--- src/rtl/core/jqc_pkg.sv ---
// Shared constants, types and pointer helpers for the job queue with cancel.
`timescale 1ns / 1ps

package jqc_pkg;

   // Queue geometry.
   localparam int DEPTH = 16;
   localparam int IDX_W = $clog2(DEPTH);
   localparam int OCC_W = $clog2(DEPTH + 1);

   // Field widths.
   localparam int ACTION_W = 2;
   localparam int STATUS_W = 2;
   localparam int ID_W = 16;
   localparam int PAGE_W = 12;
   localparam int TOTAL_W = 16;
   localparam int COUNT_W = 5;

   // Exact page sum never overflows: DEPTH entries of at most 4095 pages.
   localparam int SUM_W = PAGE_W + IDX_W;
   localparam int SUM_WIDE_W = SUM_W + TOTAL_W;
   localparam int CNT_WIDE_W = OCC_W + COUNT_W;

   // Configuration port.
   localparam int CSR_ADDR_W = 2;
   localparam int CSR_DATA_W = 32;
   localparam logic [CSR_ADDR_W-1:0] CSR_START_ID_ADDR = 2'd0;
   localparam logic [ID_W-1:0] START_ID_RESET = 16'd100;

   // Action codes.
   localparam logic [ACTION_W-1:0] ACT_ENQUEUE = 2'd0;
   localparam logic [ACTION_W-1:0] ACT_PROCESS = 2'd1;
   localparam logic [ACTION_W-1:0] ACT_REMOVE = 2'd2;

   // Status codes.
   localparam logic [STATUS_W-1:0] STS_OK = 2'd0;
   localparam logic [STATUS_W-1:0] STS_EMPTY = 2'd1;
   localparam logic [STATUS_W-1:0] STS_NOT_FOUND = 2'd2;
   localparam logic [STATUS_W-1:0] STS_FULL = 2'd3;

   typedef logic [IDX_W-1:0] idx_type;

   // One stored job.
   typedef struct packed {
      logic [ID_W-1:0] id;
      logic [PAGE_W-1:0] pages;
   } entry_type;

   // Commands from the controller to the datapath.
   typedef struct packed {
      logic enq;
      logic begin_read;
      logic scan_step;
      logic pop;
      logic remove;
      logic fail;
      logic [STATUS_W-1:0] fail_status;
   } cmd_type;

   // Status from the datapath to the controller.
   typedef struct packed {
      logic full;
      logic empty;
      logic hit;
      logic found;
      logic last;
   } flags_type;

   // Ring pointer step forwards, wrapping at DEPTH.
   function automatic idx_type ptr_inc(input idx_type a);
      idx_type r;
      if (a == IDX_W'(DEPTH - 1)) begin
         r = '0;
      end else begin
         r = a + IDX_W'(1);
      end
      return r;
   endfunction

   // Ring pointer step backwards, wrapping at DEPTH.
   function automatic idx_type ptr_dec(input idx_type a);
      idx_type r;
      if (a == '0) begin
         r = IDX_W'(DEPTH - 1);
      end else begin
         r = a - IDX_W'(1);
      end
      return r;
   endfunction

endpackage

--- src/rtl/core/jqc_ctrl.sv ---
// Controller state machine that sequences enqueue, process and remove transactions.
`timescale 1ns / 1ps

module jqc_ctrl (
   input  logic                          clock,
   input  logic                          reset,
   input  logic                          start,
   input  logic [jqc_pkg::ACTION_W-1:0]  req_action,
   input  jqc_pkg::flags_type            flags,
   output logic                          busy,
   output jqc_pkg::cmd_type              cmd
);

   typedef enum logic [2:0] {
      ST_IDLE = 3'b001,
      ST_POP  = 3'b010,
      ST_SCAN = 3'b100
   } state_type;

   state_type state_ff;
   state_type state_in;

   // Next state and command decode.
   always_comb begin
      state_in = state_ff;
      cmd = '0;
      cmd.fail_status = jqc_pkg::STS_OK;
      case (state_ff)
         ST_IDLE: begin
            if (start) begin
               case (req_action)
                  jqc_pkg::ACT_ENQUEUE: begin
                     if (flags.full) begin
                        cmd.fail = 1'b1;
                        cmd.fail_status = jqc_pkg::STS_FULL;
                     end else begin
                        cmd.enq = 1'b1;
                     end
                  end
                  jqc_pkg::ACT_PROCESS: begin
                     if (flags.empty) begin
                        cmd.fail = 1'b1;
                        cmd.fail_status = jqc_pkg::STS_EMPTY;
                     end else begin
                        cmd.begin_read = 1'b1;
                        state_in = ST_POP;
                     end
                  end
                  jqc_pkg::ACT_REMOVE: begin
                     if (flags.empty) begin
                        cmd.fail = 1'b1;
                        cmd.fail_status = jqc_pkg::STS_EMPTY;
                     end else begin
                        cmd.begin_read = 1'b1;
                        state_in = ST_SCAN;
                     end
                  end
                  default: begin
                     // Unused action: report the unchanged queue.
                     cmd.fail = 1'b1;
                     cmd.fail_status = jqc_pkg::STS_OK;
                  end
               endcase
            end
         end
         ST_POP: begin
            cmd.pop = 1'b1;
            state_in = ST_IDLE;
         end
         ST_SCAN: begin
            cmd.scan_step = 1'b1;
            if (flags.last) begin
               if (flags.found || flags.hit) begin
                  cmd.remove = 1'b1;
               end else begin
                  cmd.fail = 1'b1;
                  cmd.fail_status = jqc_pkg::STS_NOT_FOUND;
               end
               state_in = ST_IDLE;
            end
         end
         default: begin
            state_in = ST_IDLE;
         end
      endcase
   end

   // State register.
   always_ff @(posedge clock) begin
      if (reset) begin
         state_ff <= ST_IDLE;
      end else begin
         state_ff <= state_in;
      end
   end

   assign busy = (state_ff != ST_IDLE);

endmodule

--- src/rtl/core/jqc_datapath.sv ---
// Datapath: ring-buffer job store, pointers, counters, page sum and result registers.
`timescale 1ns / 1ps

module jqc_datapath (
   input  logic                           clock,
   input  logic                           reset,
   input  jqc_pkg::cmd_type               cmd,
   output jqc_pkg::flags_type             flags,
   input  logic [jqc_pkg::PAGE_W-1:0]     req_page_count,
   input  logic [jqc_pkg::ID_W-1:0]       req_target_id,
   input  logic                           cfg_wr,
   input  logic [jqc_pkg::ID_W-1:0]       cfg_wdata,
   output logic [jqc_pkg::ID_W-1:0]       cfg_start_id,
   output logic                           rsp_valid,
   output logic [jqc_pkg::STATUS_W-1:0]   rsp_status,
   output logic [jqc_pkg::ID_W-1:0]       rsp_job_id,
   output logic [jqc_pkg::PAGE_W-1:0]     rsp_job_pages,
   output logic [jqc_pkg::TOTAL_W-1:0]    rsp_total_pages,
   output logic [jqc_pkg::COUNT_W-1:0]    rsp_entry_count
);

   // Job store.
   jqc_pkg::entry_type mem [jqc_pkg::DEPTH];
   jqc_pkg::entry_type rd_data_ff;
   logic               mem_we;
   jqc_pkg::idx_type   mem_waddr;
   jqc_pkg::idx_type   mem_raddr;
   jqc_pkg::entry_type mem_wdata;

   // Queue control state.
   jqc_pkg::idx_type head_ff, head_in;
   jqc_pkg::idx_type tail_ff, tail_in;
   logic [jqc_pkg::OCC_W-1:0] occ_ff, occ_in;
   logic [jqc_pkg::SUM_W-1:0] sum_ff, sum_in;
   logic [jqc_pkg::ID_W-1:0] next_num_ff, next_num_in;
   logic [jqc_pkg::ID_W-1:0] start_id_ff, start_id_in;

   // Scan state.
   jqc_pkg::idx_type ptr_ff, ptr_in;
   jqc_pkg::idx_type k_ff, k_in;
   logic found_ff, found_in;
   jqc_pkg::entry_type hit_ff, hit_in;
   logic [jqc_pkg::ID_W-1:0] target_ff, target_in;

   // Result registers.
   logic rsp_valid_ff, rsp_valid_in;
   logic [jqc_pkg::STATUS_W-1:0] status_ff, status_in;
   logic [jqc_pkg::ID_W-1:0] job_id_ff, job_id_in;
   logic [jqc_pkg::PAGE_W-1:0] job_pages_ff, job_pages_in;

   jqc_pkg::entry_type removed;
   logic [jqc_pkg::SUM_WIDE_W-1:0] sum_wide;
   logic [jqc_pkg::CNT_WIDE_W-1:0] cnt_wide;

   // Status towards the controller.
   always_comb begin
      flags.full = (occ_ff == jqc_pkg::OCC_W'(jqc_pkg::DEPTH));
      flags.empty = (occ_ff == '0);
      flags.hit = (rd_data_ff.id == target_ff);
      flags.found = found_ff;
      flags.last = (occ_ff == (jqc_pkg::OCC_W'(k_ff) + jqc_pkg::OCC_W'(1)));
   end

   // The job being removed was either captured earlier or is the one just read.
   assign removed = found_ff ? hit_ff : rd_data_ff;

   // Next-state logic for all datapath registers.
   always_comb begin
      head_in = head_ff;
      tail_in = tail_ff;
      occ_in = occ_ff;
      sum_in = sum_ff;
      next_num_in = next_num_ff;
      start_id_in = start_id_ff;
      ptr_in = ptr_ff;
      k_in = k_ff;
      found_in = found_ff;
      hit_in = hit_ff;
      target_in = target_ff;
      rsp_valid_in = 1'b0;
      status_in = status_ff;
      job_id_in = job_id_ff;
      job_pages_in = job_pages_ff;
      mem_we = 1'b0;
      mem_waddr = tail_ff;
      mem_wdata.id = next_num_ff;
      mem_wdata.pages = req_page_count;
      mem_raddr = cmd.begin_read ? head_ff : jqc_pkg::ptr_inc(ptr_ff);

      // Configuration write restarts the numbering.
      if (cfg_wr) begin
         start_id_in = cfg_wdata;
         next_num_in = cfg_wdata;
      end

      // Enqueue at the tail.
      if (cmd.enq) begin
         mem_we = 1'b1;
         tail_in = jqc_pkg::ptr_inc(tail_ff);
         occ_in = occ_ff + jqc_pkg::OCC_W'(1);
         sum_in = sum_ff + jqc_pkg::SUM_W'(req_page_count);
         next_num_in = next_num_ff + jqc_pkg::ID_W'(1);
         rsp_valid_in = 1'b1;
         status_in = jqc_pkg::STS_OK;
         job_id_in = next_num_ff;
         job_pages_in = req_page_count;
      end

      // Start reading from the oldest job.
      if (cmd.begin_read) begin
         ptr_in = head_ff;
         k_in = '0;
         found_in = 1'b0;
         target_in = req_target_id;
      end

      // One entry per cycle: find the first match, then move later entries down.
      if (cmd.scan_step) begin
         ptr_in = jqc_pkg::ptr_inc(ptr_ff);
         k_in = k_ff + jqc_pkg::IDX_W'(1);
         if (found_ff) begin
            mem_we = 1'b1;
            mem_waddr = jqc_pkg::ptr_dec(ptr_ff);
            mem_wdata = rd_data_ff;
         end else if (flags.hit) begin
            found_in = 1'b1;
            hit_in = rd_data_ff;
         end
      end

      // Pop the oldest job.
      if (cmd.pop) begin
         head_in = jqc_pkg::ptr_inc(head_ff);
         occ_in = occ_ff - jqc_pkg::OCC_W'(1);
         sum_in = sum_ff - jqc_pkg::SUM_W'(rd_data_ff.pages);
         rsp_valid_in = 1'b1;
         status_in = jqc_pkg::STS_OK;
         job_id_in = rd_data_ff.id;
         job_pages_in = rd_data_ff.pages;
      end

      // Close the removal: the queue is one shorter at the tail.
      if (cmd.remove) begin
         tail_in = jqc_pkg::ptr_dec(tail_ff);
         occ_in = occ_ff - jqc_pkg::OCC_W'(1);
         sum_in = sum_ff - jqc_pkg::SUM_W'(removed.pages);
         rsp_valid_in = 1'b1;
         status_in = jqc_pkg::STS_OK;
         job_id_in = removed.id;
         job_pages_in = removed.pages;
      end

      // Failed or no-op transaction: no job involved.
      if (cmd.fail) begin
         rsp_valid_in = 1'b1;
         status_in = cmd.fail_status;
         job_id_in = '0;
         job_pages_in = '0;
      end
   end

   // Job store: one write port and one registered read port.
   always_ff @(posedge clock) begin
      if (mem_we) begin
         mem[mem_waddr] <= mem_wdata;
      end
      rd_data_ff <= mem[mem_raddr];
   end

   // Control registers.
   always_ff @(posedge clock) begin
      if (reset) begin
         head_ff <= '0;
         tail_ff <= '0;
         occ_ff <= '0;
         sum_ff <= '0;
         next_num_ff <= jqc_pkg::START_ID_RESET;
         start_id_ff <= jqc_pkg::START_ID_RESET;
         found_ff <= 1'b0;
         rsp_valid_ff <= 1'b0;
      end else begin
         head_ff <= head_in;
         tail_ff <= tail_in;
         occ_ff <= occ_in;
         sum_ff <= sum_in;
         next_num_ff <= next_num_in;
         start_id_ff <= start_id_in;
         found_ff <= found_in;
         rsp_valid_ff <= rsp_valid_in;
      end
   end

   // Payload registers.
   always_ff @(posedge clock) begin
      ptr_ff <= ptr_in;
      k_ff <= k_in;
      hit_ff <= hit_in;
      target_ff <= target_in;
      status_ff <= status_in;
      job_id_ff <= job_id_in;
      job_pages_ff <= job_pages_in;
   end

   // Page total saturates at the output width; count is masked to its width.
   assign sum_wide = jqc_pkg::SUM_WIDE_W'(sum_ff);
   assign cnt_wide = jqc_pkg::CNT_WIDE_W'(occ_ff);
   assign rsp_total_pages = (|sum_wide[jqc_pkg::SUM_WIDE_W-1:jqc_pkg::TOTAL_W]) ?
                            {jqc_pkg::TOTAL_W{1'b1}} : sum_wide[jqc_pkg::TOTAL_W-1:0];
   assign rsp_entry_count = cnt_wide[jqc_pkg::COUNT_W-1:0];

   assign rsp_valid = rsp_valid_ff;
   assign rsp_status = status_ff;
   assign rsp_job_id = job_id_ff;
   assign rsp_job_pages = job_pages_ff;
   assign cfg_start_id = start_id_ff;

endmodule

--- src/rtl/core/job_queue_with_cancel.sv ---
// Top level of the bounded job queue with enqueue, process-oldest and remove-by-number.
//
// Usage: a transaction is accepted at a rising edge with start high and busy low; it
// carries req_action, req_page_count and req_target_id. Exactly one result follows,
// shown for one cycle with rsp_valid high, carrying status, job number, job pages,
// the page total and the entry count after the transaction.
// Enqueue, failed or unused actions show their result in the cycle after acceptance;
// process reads the oldest job from the job store, then pops it in the pop state;
// remove scans every queued job in the scan state before its result is registered.
// Busy stays high while process or remove runs, so one transaction is in flight at
// a time; the remove scan goes through the job store's one read port, one entry per
// cycle, and so makes remove the longest transaction.
// A new transaction may be accepted in the same cycle as the previous result.
// The receiver cannot stall: each result is taken in its one valid cycle.
// Reset empties the queue, clears the page total and loads the job numbering and
// start_job_id register with 100; the job store itself needs no clearing pass.
// The user must write the start_job_id register at address 0 (APB-style port) only
// while the queue is idle, unenforced by the block; a write restarts job numbering at it.
`timescale 1ns / 1ps

module job_queue_with_cancel (
   input  logic                              clock,
   input  logic                              reset,
   input  logic                              start,
   output logic                              busy,
   input  logic [jqc_pkg::ACTION_W-1:0]      req_action,
   input  logic [jqc_pkg::PAGE_W-1:0]        req_page_count,
   input  logic [jqc_pkg::ID_W-1:0]          req_target_id,
   output logic                              rsp_valid,
   output logic [jqc_pkg::STATUS_W-1:0]      rsp_status,
   output logic [jqc_pkg::ID_W-1:0]          rsp_job_id,
   output logic [jqc_pkg::PAGE_W-1:0]        rsp_job_pages,
   output logic [jqc_pkg::TOTAL_W-1:0]       rsp_total_pages,
   output logic [jqc_pkg::COUNT_W-1:0]       rsp_entry_count,
   input  logic                              psel,
   input  logic                              penable,
   input  logic                              pwrite,
   input  logic [jqc_pkg::CSR_ADDR_W-1:0]    paddr,
   input  logic [jqc_pkg::CSR_DATA_W-1:0]    pwdata,
   output logic [jqc_pkg::CSR_DATA_W-1:0]    prdata,
   output logic                              pready
);

   jqc_pkg::cmd_type   cmd;
   jqc_pkg::flags_type flags;
   logic               cfg_wr;
   logic [jqc_pkg::ID_W-1:0] start_id;

   // Register decode: a write completes in the access cycle.
   assign pready = 1'b1;
   assign cfg_wr = psel && penable && pwrite && (paddr == jqc_pkg::CSR_START_ID_ADDR);
   assign prdata = (paddr == jqc_pkg::CSR_START_ID_ADDR) ?
                   jqc_pkg::CSR_DATA_W'(start_id) : '0;

   jqc_ctrl u_ctrl (
      .clock      (clock),
      .reset      (reset),
      .start      (start),
      .req_action (req_action),
      .flags      (flags),
      .busy       (busy),
      .cmd        (cmd)
   );

   jqc_datapath u_datapath (
      .clock           (clock),
      .reset           (reset),
      .cmd             (cmd),
      .flags           (flags),
      .req_page_count  (req_page_count),
      .req_target_id   (req_target_id),
      .cfg_wr          (cfg_wr),
      .cfg_wdata       (pwdata[jqc_pkg::ID_W-1:0]),
      .cfg_start_id    (start_id),
      .rsp_valid       (rsp_valid),
      .rsp_status      (rsp_status),
      .rsp_job_id      (rsp_job_id),
      .rsp_job_pages   (rsp_job_pages),
      .rsp_total_pages (rsp_total_pages),
      .rsp_entry_count (rsp_entry_count)
   );

endmodule
--- config.mk ---
export PLATFORM = sky130hd
export DESIGN_NAME = job_queue_with_cancel
export DESIGN_NICKNAME = d
export VERILOG_FILES = /design/src/rtl/core/jqc_pkg.sv /design/src/rtl/core/jqc_ctrl.sv /design/src/rtl/core/jqc_datapath.sv /design/src/rtl/core/job_queue_with_cancel.sv
export SDC_FILE = /design/constraint.sdc
export NUM_CORES = 1
export LEC_CHECK = 0
export BUFFER_PORTS_ARGS = -buffer_cell sky130_fd_sc_hd__clkbuf_2
export CORE_ASPECT_RATIO = 0.8
export CORE_MARGIN = 10
export CORE_UTILIZATION = 51
export CTS_CLUSTER_DIAMETER = 150
export DETAILED_ROUTE_END_ITERATION = 7
export HOLD_SLACK_MARGIN = 0.06
export PLACE_DENSITY_LB_ADDON = 0.2
export SLEW_MARGIN = 20
export SYNTH_ARGS = -nofsm -noshare
export SYNTH_HDL_FRONTEND = slang
export SYNTH_HIERARCHICAL = 1
export SYNTH_SLANG_ARGS = --single-unit
export TNS_END_PERCENT = 50
--- constraint.sdc ---
create_clock -name clock -period 4.2 [get_ports clock]
set_input_delay 0.63 -clock clock [delete_from_list [all_inputs] [get_ports clock]]
set_output_delay 0.63 -clock clock [all_outputs]
set_load 0.01 [all_outputs]
# Word-level counts from Yosys, hierarchy flattened
# Memory sizes are Yosys's and may differ from the RTL's. A register that Yosys moved wholly into a read port is not among the register bits.
# Index checks and enable logic that the tools add are counted.
# totals
regBits,148
ram_bits,448
inputBits,70
out_inout_bits,86
n_memories,1
# op_classes
n_addsub,13
eq_ne,17
mux,71
n_bitwise,1
n_reduce_logical,17
# mem_list
name,words,width,rd,rd_ports_with_merged_regs,wr,line,text
u_datapath.mem,16,28,1,1,1,jqc_datapath.sv:23,jqc_pkg::entry_type mem [jqc_pkg::DEPTH];
# op_table
op,n
$mux W16,9
$mux W28,3
$mux W4,15
$mux W12,3
$sub A16 B12 Y16,2
$mux W3,8
$pmux W3 S2,4
$mux W1,20
$add A16 B1 Y16 const B,1
$add A16 B12 Y16,1
$add A4 B1 Y4 const B,4
$eq A16 B16 Y1,1
$mux W5,3
$eq A4 B4 Y1 const B,3
$mux W2,6
$ne A3 B3 Y1 const B,3
$logic_not A4 Y1,2
$sub A4 B1 Y4 const B,2
$reduce_bool A2 Y1,3
$add A4 B1 Y5 const B,1
$add A5 B1 Y5 const B,1
$eq A5 B5 Y1,1
$eq A5 B5 Y1 const B,1
$logic_not A5 Y1,1
other kinds (17),21

# Logic depth before layout (Yosys ltp)
# Gate-level depths: netlist of the first run.
# logic_depth
depth_word,10
depth_mapped,23
depth_no_buf,21

# Modules after synthesis
# Netlist of the first run, hierarchy kept.
# by_module_without_submodules
mod,n_inst,cells_per_inst,area_per_inst_um2,seq_area_each_um2
jqc_datapath,1,2220,26117.5,17456.7
jqc_ctrl,1,36,314.1,60.1
job_queue_with_cancel,1,38,266.5,0.0

# Worst setup path after synthesis of the first run
# No wires, ideal clock.
# synth_timing
kind,reg-to-reg
from,register u_datapath.k_ff[0]
to,register u_datapath.sum_ff (netlist bit u_datapath/rsp_total_pages[15])
setup_ps,132
arrival_time_ps,4196
required_time_ps,4068
slack_ps,-128
path_stages_with_launch,20
n_path_buf,4
period_less_slack_ps,4328
path_cell_list,edfxtp_1 ha_1 xnor2_1 a211oi_1 a31oi_1 nor4_1 inv_1 nor3b_1 clkbuf_1 clkbuf_1 clkbuf_1 o21ai_0 ha_1 clkbuf_1 nand4_1 a21oi_1 a21bo_2 a21o_1 a311oi_1 o211ai_1
# synth_lines
item,line,text
"start, declared",jqc_datapath.sv:40,"jqc_pkg::idx_type k_ff, k_in;"
"start signal, assigned",jqc_datapath.sv:196,k_ff <= k_in;
"end signal, assigned",jqc_datapath.sv:185,sum_ff <= sum_in;
"end, declared",jqc_datapath.sv:34,"logic [jqc_pkg::SUM_W-1:0] sum_ff, sum_in;"

==> results.md, run 1 <==
* Outcome: finished, final reports clean
* CP endpoint: u_datapath/rsp_total_pages[15]$_SDFFE_PP0P_
* Critical Path Stages at 20
* Worst Path Arrival at approximately 4.6 ns
* CTS tree: done
* Place WS at -0.302 ns
* Type of origin of the critical path: register
* Fin util at between 50% and 60%
* Total power at 12.5 mW
* Total wire length at approximately 68000 um
* Area growth from synthesis to layout at 15.4%
* Crit-path max FO at 6
* Ys Warns at 6
* Final setup margin at 0.129 ns
* Final setup viols at 0
* Psw at between 2 and 3 mW
* Fin. Hold Viols at 0
* Synthesized cell area at 26700 um^2
* First-pass GRT wire length at 104000 um
* Register clock-pin slew on the reported worst setup and hold paths at 0.07 ns
* Chip Width at 276 um
* Bufs and invs on worst path at 5
* Clk pwr share at 39.7%
* Ordered cell list for the critical path: ha_4 > xnor2_2 > a211oi_2 > a31oi_1 > nor4_2 > buf_4 > inv_2 > nor3b_4 > buf_6 > clkbuf_16 > buf_4 > a21oi_1 > ha_2 > nand2b_1 > a21oi_2 > o21ai_1 > a21bo_4 > a21o_1 > a311oi_1 > o211ai_1
* Number of global-route vias before repair at roughly 18000
* Hold_buf cts at 0
* Row Count at 74
* EDFF count, synth at around 500
* CP endpoint kind: register
* Post-DR vias/cell at 5.84
* Mean Syn Cell Area at 11.6 um^2
* Final Skew at 0.0315 ns
* Maximum VDD drop at 0.359 mV
* Final Max Tran Viols at 0
* Internal at around 9.7 mW
* Yosys reg bits at 624
* Initial DRC count at 1703
* Min Tclk post-route at between 4 and 5 ns
* GR Overflow Total at 0
* Core area at 51400 um^2
* CTS Buf Count at 58
* Final nets at 2557
* CP delay by family, top: compound AO/OA/AOI/OAI gates
* Switching Share at 22.6%
* PD cells at a little over 400 nW/um^2
* Clock Sinks at 624
* I/O pins at 156
* Worst r2r src: u_datapath/k_ff[1]$_SDFFCE_PN0P_
* Kind of critical path: register to register
* Post-Route Setup TNS at 0 ns
* Unrepaired setup endpoints after global routing: yes
* Max cap viols at 0
* Clk_lat worst skew at 0.63 ns
* Async set-reset flop share out of synthesis at 0%
* Largest net degree at the start of global routing at 71
* P_leak at 11.2 nW
* Die Ht at 225 um
* Critical Path Most Common Cell: buf_4
* Avg WL per Cell at 21.2 um
* WHS at around 0.20 ns
* Required @ worst endpoint at about 4.7 ns
* Worst Max-Slew Pin Slew at 1.06 ns
* GRT Util Overall at 21.1%
* DP HPWL at 42600 um
* Root Buffer: clkbuf_16
* Initial Utilization at approximately half
* Register area share after synthesis at 65.6%
* Slowest-stage cell, CP: edfxtp_1
* Worst r2r dst: u_datapath/rsp_total_pages[15]$_SDFFE_PP0P_
* GPL Wtd Cong at 0.937
* Register share of total power at 54.1%
* Reg2reg path depth at 20
* Mapped Cells at roughly 2300
* DRC at 0
* Fraction of layout cells with a size suffix above 1 at 17.3%
* Final period util at 96.9%
* Die Area at 62000 um^2
* Initial antenna violation count at 1
* IO buf count at about 120
* Clk buf depth at 3
* Yosys cell types at 70
* H-tree depth at 2
* Drt first pass iters at 6
* DRT antenna net count at 0
* CP startpoint: u_datapath/k_ff[1]$_SDFFCE_PN0P_
* HP Class: input port to register
* CP max stage delay at 0.43 ns
* Routed vias at 18600
* Peak Freq at between 0.2 and 0.25 GHz
* Primary FF master, synth: edfxtp_1
* Setup slack, reg-to-reg at 0.13 ns
* Relative max-transition margin at 29.5%
* Gate power share at between 6 and 7%
sequential cells by signal, summed over array words and instances, names as in the netlist:
signal	cells
u_datapath/rsp_total_pages	16
u_datapath/found_ff	1
u_datapath/ptr_ff	4
u_datapath/rsp_status	2
u_datapath/next_num_ff	16
u_datapath/rd_data_ff	28
u_datapath/mem	448
u_datapath/k_ff	4
u_datapath/rsp_valid	1
u_datapath/cfg_start_id	16
u_datapath/tail_ff	4
u_datapath/target_ff	16
u_datapath/rsp_job_pages	12
u_datapath/hit_ff	28
u_ctrl/state_ff	3
u_datapath/rsp_job_id	16
u_datapath/rsp_entry_count	5
u_datapath/head_ff	4
synth_stat cells, drive strengths merged (15+ instances only):
cell,instances,share of area (%)
dfxtp,122,9.1
a21oi,71,1.3
o21ai,99,1.9
a32oi,30,0.98
ha,31,1.5
nand2,513,7.2
and3,46,1.1
a211oi,16,0.45
inv,46,0.65
nand3,134,2.5
nor3,31,0.58
mux2i,66,2.5
and2,24,0.56
clkbuf,70,0.99
nand4,36,0.84
buf,86,1.8
mux2,23,0.97
a221oi,15,0.49
xnor2,36,1.2
nor2,119,1.7
a311oi,31,1.0
edfxtp,502,56
a31oi,35,0.82
power by group through the flow:
stage / logic, mW / clock network (mW) / registers [mW]
2_1_floorplan: 0.434 / 0 / 6.92
5_1_grt: 0.837 / 5.32 / 6.80
4_1_cts: 0.744 / 5.07 / 6.79
3_3_place_gp: 0.721 / 0 / 6.92
3_5_place_dp: 0.736 / 0 / 6.92
6_report: 0.766 / 4.99 / 6.79
worst min-delay path by stage:
stage                                        startpoint                                  endpoint  cells past startpoint
2_1_floorplan         u_datapath/rd_data_ff[11]$_DFF_P_           u_datapath/hit_ff[11]$_DFFE_PP_                      0
3_3_place_gp   u_datapath/rsp_job_pages[9]$_SDFFE_PP0P_  u_datapath/rsp_job_pages[9]$_SDFFE_PP0P_                      2
3_5_place_dp   u_datapath/rsp_job_pages[7]$_SDFFE_PP0P_  u_datapath/rsp_job_pages[7]$_SDFFE_PP0P_                      2
4_1_cts                                req_target_id[1]         u_datapath/target_ff[1]$_DFFE_PP_                      1
5_1_grt                               req_target_id[15]        u_datapath/target_ff[15]$_DFFE_PP_                      1
6_report                              req_target_id[11]        u_datapath/target_ff[11]$_DFFE_PP_                      1
routing by layer:
layer | share of wire (%) | vias to the layer above | track usage, % | routed length, um
met5 | 0 | - | 0 | 0
met4 | 1.9 | 0 | 4.57 | 1250
met3 | 6.5 | 103 | 2.77 | 4420
met2 | 47 | 648 | 33.9 | 31700
met1 | 45 | 9255 | 30.4 | 30100
li1 | - | 8636 | - | -
final cells by class:
type | instances | area [um^2]
Fill cell | 4069 | 20600
Sequential cell | 624 | 17500
Multi-Input combinational cell | 1483 | 8700
Timing Repair Buffer | 242 | 1740
Clock buffer | 76 | 1570
Tap cell | 684 | 856
Clock inverter | 34 | 244
Inverter | 46 | 173
Antenna cell | 1 | 2.50
through the flow:
step / std cells / instance area (um^2)
global route: 3190 / 30800
global placement: 3066 / 28700
CTS: 3176 / 30500
detailed placement: 3066 / 28700
floorplan: 2309 / 26800
finish: 3190 / 30800
placed cells by master, fill, tap and decap left out, types with 6 or more instances in the layout:
| cell | instances |
|---|---|
| nand2b_1 | 12 |
| clkinv_1 | 8 |
| nand2_1 | 508 |
| a311oi_1 | 31 |
| and3_1 | 45 |
| nand4_1 | 36 |
| dfxtp_1 | 121 |
| ha_1 | 25 |
| clkbuf_2 | 122 |
| o21ai_0 | 55 |
| nor3_1 | 29 |
| clkinv_2 | 17 |
| and2_1 | 23 |
| clkbuf_1 | 13 |
| conb_1 | 17 |
| mux2i_1 | 65 |
| nand3_1 | 134 |
| nor2b_1 | 10 |
| nor2_4 | 17 |
| mux2_2 | 23 |
| inv_1 | 45 |
| a21oi_2 | 7 |
| buf_4 | 102 |
| edfxtp_1 | 502 |
| nor2_1 | 98 |
| a31oi_1 | 34 |
| o21ai_2 | 7 |
| a21oi_1 | 64 |
| a32oi_1 | 29 |
| a211oi_1 | 14 |
| a221oi_1 | 15 |
| o21ai_1 | 37 |
| buf_12 | 15 |
| xor2_1 | 12 |
| xnor2_1 | 35 |
| a21o_1 | 6 |
| clkbuf_16 | 59 |
| o211ai_1 | 9 |
cell families (layout without fill, tap and decap cells):
logic type	after synthesis	after routing	share of synthesized area, %
AOI/OAI and AO/OA	344	344	8.46
DFF	624	624	65.6
other	2	18	0.0281
muxes	89	89	3.44
adders and majority gates	32	32	1.53
and+or+nand+nor	953	953	15.9
xor gates and xnor gates	48	48	1.57
buffers and inverters	202	398	3.44
timing repair:
action / in CTS / in global routing
gates cloned: 0 / 1
pin swaps: 5 / 31
resized for setup: 12 / 44
setup endpoints to repair: 9 / 10
setup buffers: 0 / 13
Note: power is estimated with default switching activity, not from simulation.
==> run 2, diff against run 1 <==
--- a/config.mk
+++ b/config.mk
@@ -6,5 +6,4 @@
 export NUM_CORES = 1
 export LEC_CHECK = 0
-export BUFFER_PORTS_ARGS = -buffer_cell sky130_fd_sc_hd__clkbuf_2
 export CORE_ASPECT_RATIO = 0.8
 export CORE_MARGIN = 10
@@ -12,6 +11,8 @@
 export CTS_CLUSTER_DIAMETER = 150
 export DETAILED_ROUTE_END_ITERATION = 7
+export DONT_BUFFER_PORTS = 1
 export HOLD_SLACK_MARGIN = 0.06
 export PLACE_DENSITY_LB_ADDON = 0.2
+export SKIP_CTS_REPAIR_TIMING = 1
 export SLEW_MARGIN = 20
 export SYNTH_ARGS = -nofsm -noshare
==> constraint.sdc (replaced) <==
create_clock -name clock -period 4.2 [get_ports clock]
set_input_delay 0.84 -clock clock [delete_from_list [all_inputs] [get_ports clock]]
set_output_delay 0.84 -clock clock [all_outputs]
set_load 0.01 [all_outputs]
==> results.md, run 2 (synthesized netlist as in run 1, its figures left out) <==
* Initial Utilization at 52.0% (unchanged)
* GRT Util Overall at 21.2% (+0.024 points)
* Final Max Tran Viols at 0 (unchanged)
* Register area at 17500 um^2 (unchanged)
* Routed vias at 18000 (-3.4%)
* Gate power share at 5.0% (-1.1 points)
* Largest net degree at the start of global routing at 74 (+4.2%)
* H-tree depth at 2 (unchanged)
* Internal at 9.95 mW (+2.4%)
* Area growth from synthesis to layout at 12.5%
* Setup slack, reg-to-reg at 0.12 ns (about the same)
* GPL Wtd Cong at 0.893 (-4.7%)
* Clk pwr share at 41.4% (+1.7 points)
* Worst Path Arrival at 4.56 ns (about the same)
* Register share of total power at 53.6% (-0.5 points)
* Largest registers: u_datapath/mem x448, u_datapath/hit_ff x28, u_datapath/rd_data_ff x28
* Row Count at 74 (unchanged)
* Initial DRC count at 1767 (+3.8%)
* P_leak at 10.6 nW (-5.3%)
* CTS tree: done
* Register clock-pin slew on the reported worst setup and hold paths at 0.07 ns (about the same)
* HP Class: input port to register
* Min Tclk post-route at 4.08 ns (+0.00649 ns)
* Final Skew at 0.0323 ns (+0.000802 ns)
* Routed length on met2 at 32100 um (+1.2%)
* DRC at 0 (unchanged)
* Maximum VDD drop at 0.347 mV (-3.4%)
* Type of origin of the critical path: register
* Kind of critical path: register to register
* Most common cell after layout, fill and taps aside: nand2_1
* Placed cells at 2941 (-4.1%)
* Fin. Hold Viols at 0 (unchanged)
* Reg2reg path depth at 21 (+5.0%)
* Die Area at 62000 um^2 (unchanged)
* Area of the multi-input gates at 8600 um^2 (-1.1%)
* Avg WL per Cell at 22.2 um (+4.9%)
* Outcome: finished, final reports clean
* Drt first pass iters at 5 (-1)
* CTS Buf Count at 57 (-1.7%)
* Number of global-route vias before repair at 17000 (-5.3%)
* Peak Freq at 0.245 GHz (-0.16%)
* Worst Max-Slew Pin Slew at 0.957 ns (-0.100 ns)
* Fraction of layout cells with a size suffix above 1 at 11.8% (-5.5 points)
* I/O pins at 156 (unchanged)
* Clk buf depth at 3 (unchanged)
* Final setup viols at 0 (unchanged)
* Critical hold path startpoint: reset
* CP endpoint kind: register
* Crit-path max FO at 6 (unchanged)
* Total power at 12.7 mW (+1.5%)
* Routed wl met3 at 4170 um (-5.7%)
* Chip Width at 276 um (unchanged)
* Clk_lat worst skew at 0.61 ns (-0.02 ns)
* Most frequent cells in the layout: 510 x nand2_1, 502 x edfxtp_1, 134 x nand3_1
* WHS Endpoint: u_datapath/rsp_entry_count[4]$_SDFFE_PP0P_
* Max cap viols at 0 (unchanged)
* Hold Path Stages at 1 (unchanged)
* DP HPWL at 41900 um (-1.5%)
* PD cells at 424 nW/um^2 (+4.1%)
* Cell Area, Placed at 28000 um^2 (-2.2%)
* Worst r2r src: u_datapath/k_ff[0]$_SDFFCE_PN0P_
* Highest Signal Layer: met4
* Required @ worst endpoint at 4.68 ns (about the same)
* Clock Sinks at 624 (unchanged)
* Die Ht at 225 um (unchanged)
* Unrepaired setup endpoints after global routing: yes
* Reg with most FFs: u_datapath/mem
* Post-route cell area at 30000 um^2 (-2.5%)
* Core area at 51400 um^2 (unchanged)
* Initial antenna violation count at 1 (unchanged)
* Filler cells at 4126 (+1.4%)
* IO buf count at 0 (-100%)
* First-pass GRT wire length at 102000 um (-1.6%)
* Final nets at 2419 (-5.4%)
* Max reg flops at 448 (unchanged)
* DRT antenna net count at 0 (unchanged)
* Worst r2r dst: u_datapath/rsp_total_pages[15]$_SDFFE_PP0P_
* Fin util at 58.5% (-1.5 points)
* Switching Share at 21.8% (-0.74 points)
* Root Buffer: clkbuf_16
* Total wire length at 67700 um (+0.23%)
* Post-DR vias/cell at 5.91 (+1.1%)
* Relative max-transition margin at 36.1% (+6.6 points)
* Metal-1 WL at 30000 um (-0.18%)
* Fin cells at 3049 (-4.4%)
* Final period util at 97.1% (+0.15 points)
* GR Overflow Total at 0 (unchanged)
* Psw at 2.78 mW (-1.9%)
[run 2: critical path, cell delays in order, from the launching register on]
cell and delay, ns:
edfxtp_1 0.40, ha_2 0.23, xnor2_1 0.17, a211oi_2 0.25
a31oi_1 0.08, nor4_2 0.19, inv_1 0.14, nor3b_4 0.29
buf_6 0.17, nand2_1 0.04, o21ai_0 0.13, a21oi_1 0.08
buf_4 0.17, ha_1 0.28, nand2b_1 0.09, a21oi_2 0.15
o21ai_0 0.09, buf_4 0.15, a21bo_2 0.22, a21o_1 0.22
a311oi_1 0.27, o211ai_1 0.12
[run 2: final cells by class]
type	count	share of cell area (%)
Timing Repair Buffer	105	3.30
Clock buffer	64	4.87
Tap cell	684	2.85
Multi-Input combinational cell	1483	28.6
Inverter	46	0.575
Sequential cell	624	58.3
Clock inverter	42	1.44
Antenna cell	1	0.00833
[run 2: per-layer routing]
metal,track usage [%],up-vias
li1,-,8361
met3,2.67,99
met5,0,-
met1,30.2,8953
met4,5.57,0
met2,33.8,596
[run 2: worst max path at each step]
stage                                                       end  slack, ns  depth (start not counted)                             start
floorplan           u_datapath/rsp_total_pages[15]$_SDFFE_PP0P_      -0.04                         19  u_datapath/k_ff[0]$_SDFFCE_PN0P_
global placement    u_datapath/rsp_total_pages[14]$_SDFFE_PP0P_      -0.10                         19  u_datapath/k_ff[0]$_SDFFCE_PN0P_
detailed placement  u_datapath/rsp_total_pages[14]$_SDFFE_PP0P_      -0.23                         19  u_datapath/k_ff[0]$_SDFFCE_PN0P_
CTS                 u_datapath/rsp_total_pages[14]$_SDFFE_PP0P_      -0.27                         19  u_datapath/k_ff[0]$_SDFFCE_PN0P_
global route        u_datapath/rsp_total_pages[15]$_SDFFE_PP0P_      -0.07                         21  u_datapath/k_ff[0]$_SDFFCE_PN0P_
finish              u_datapath/rsp_total_pages[15]$_SDFFE_PP0P_       0.12                         21  u_datapath/k_ff[0]$_SDFFCE_PN0P_
[run 2: stage by stage]
step           setup slack [ns]  hold slack, ns  TNS, ns
2_1_floorplan           -0.0366           0.427  -0.0366
3_3_place_gp             -0.102           0.449   -0.250
3_5_place_dp             -0.228           0.455    -1.14
4_1_cts                  -0.266           0.273    -1.38
5_1_grt                 -0.0703           0.280   -0.194
6_report                  0.123           0.300        0
[run 2: power by group through the flow]
stage          clock, mW  combinational [mW]  sequential (mW)
3_3_place_gp           0               0.597             6.96
5_1_grt             5.62               0.693             6.83
4_1_cts             5.35               0.615             6.83
6_report            5.27               0.632             6.83
3_5_place_dp           0               0.612             6.96
2_1_floorplan          0               0.434             6.92
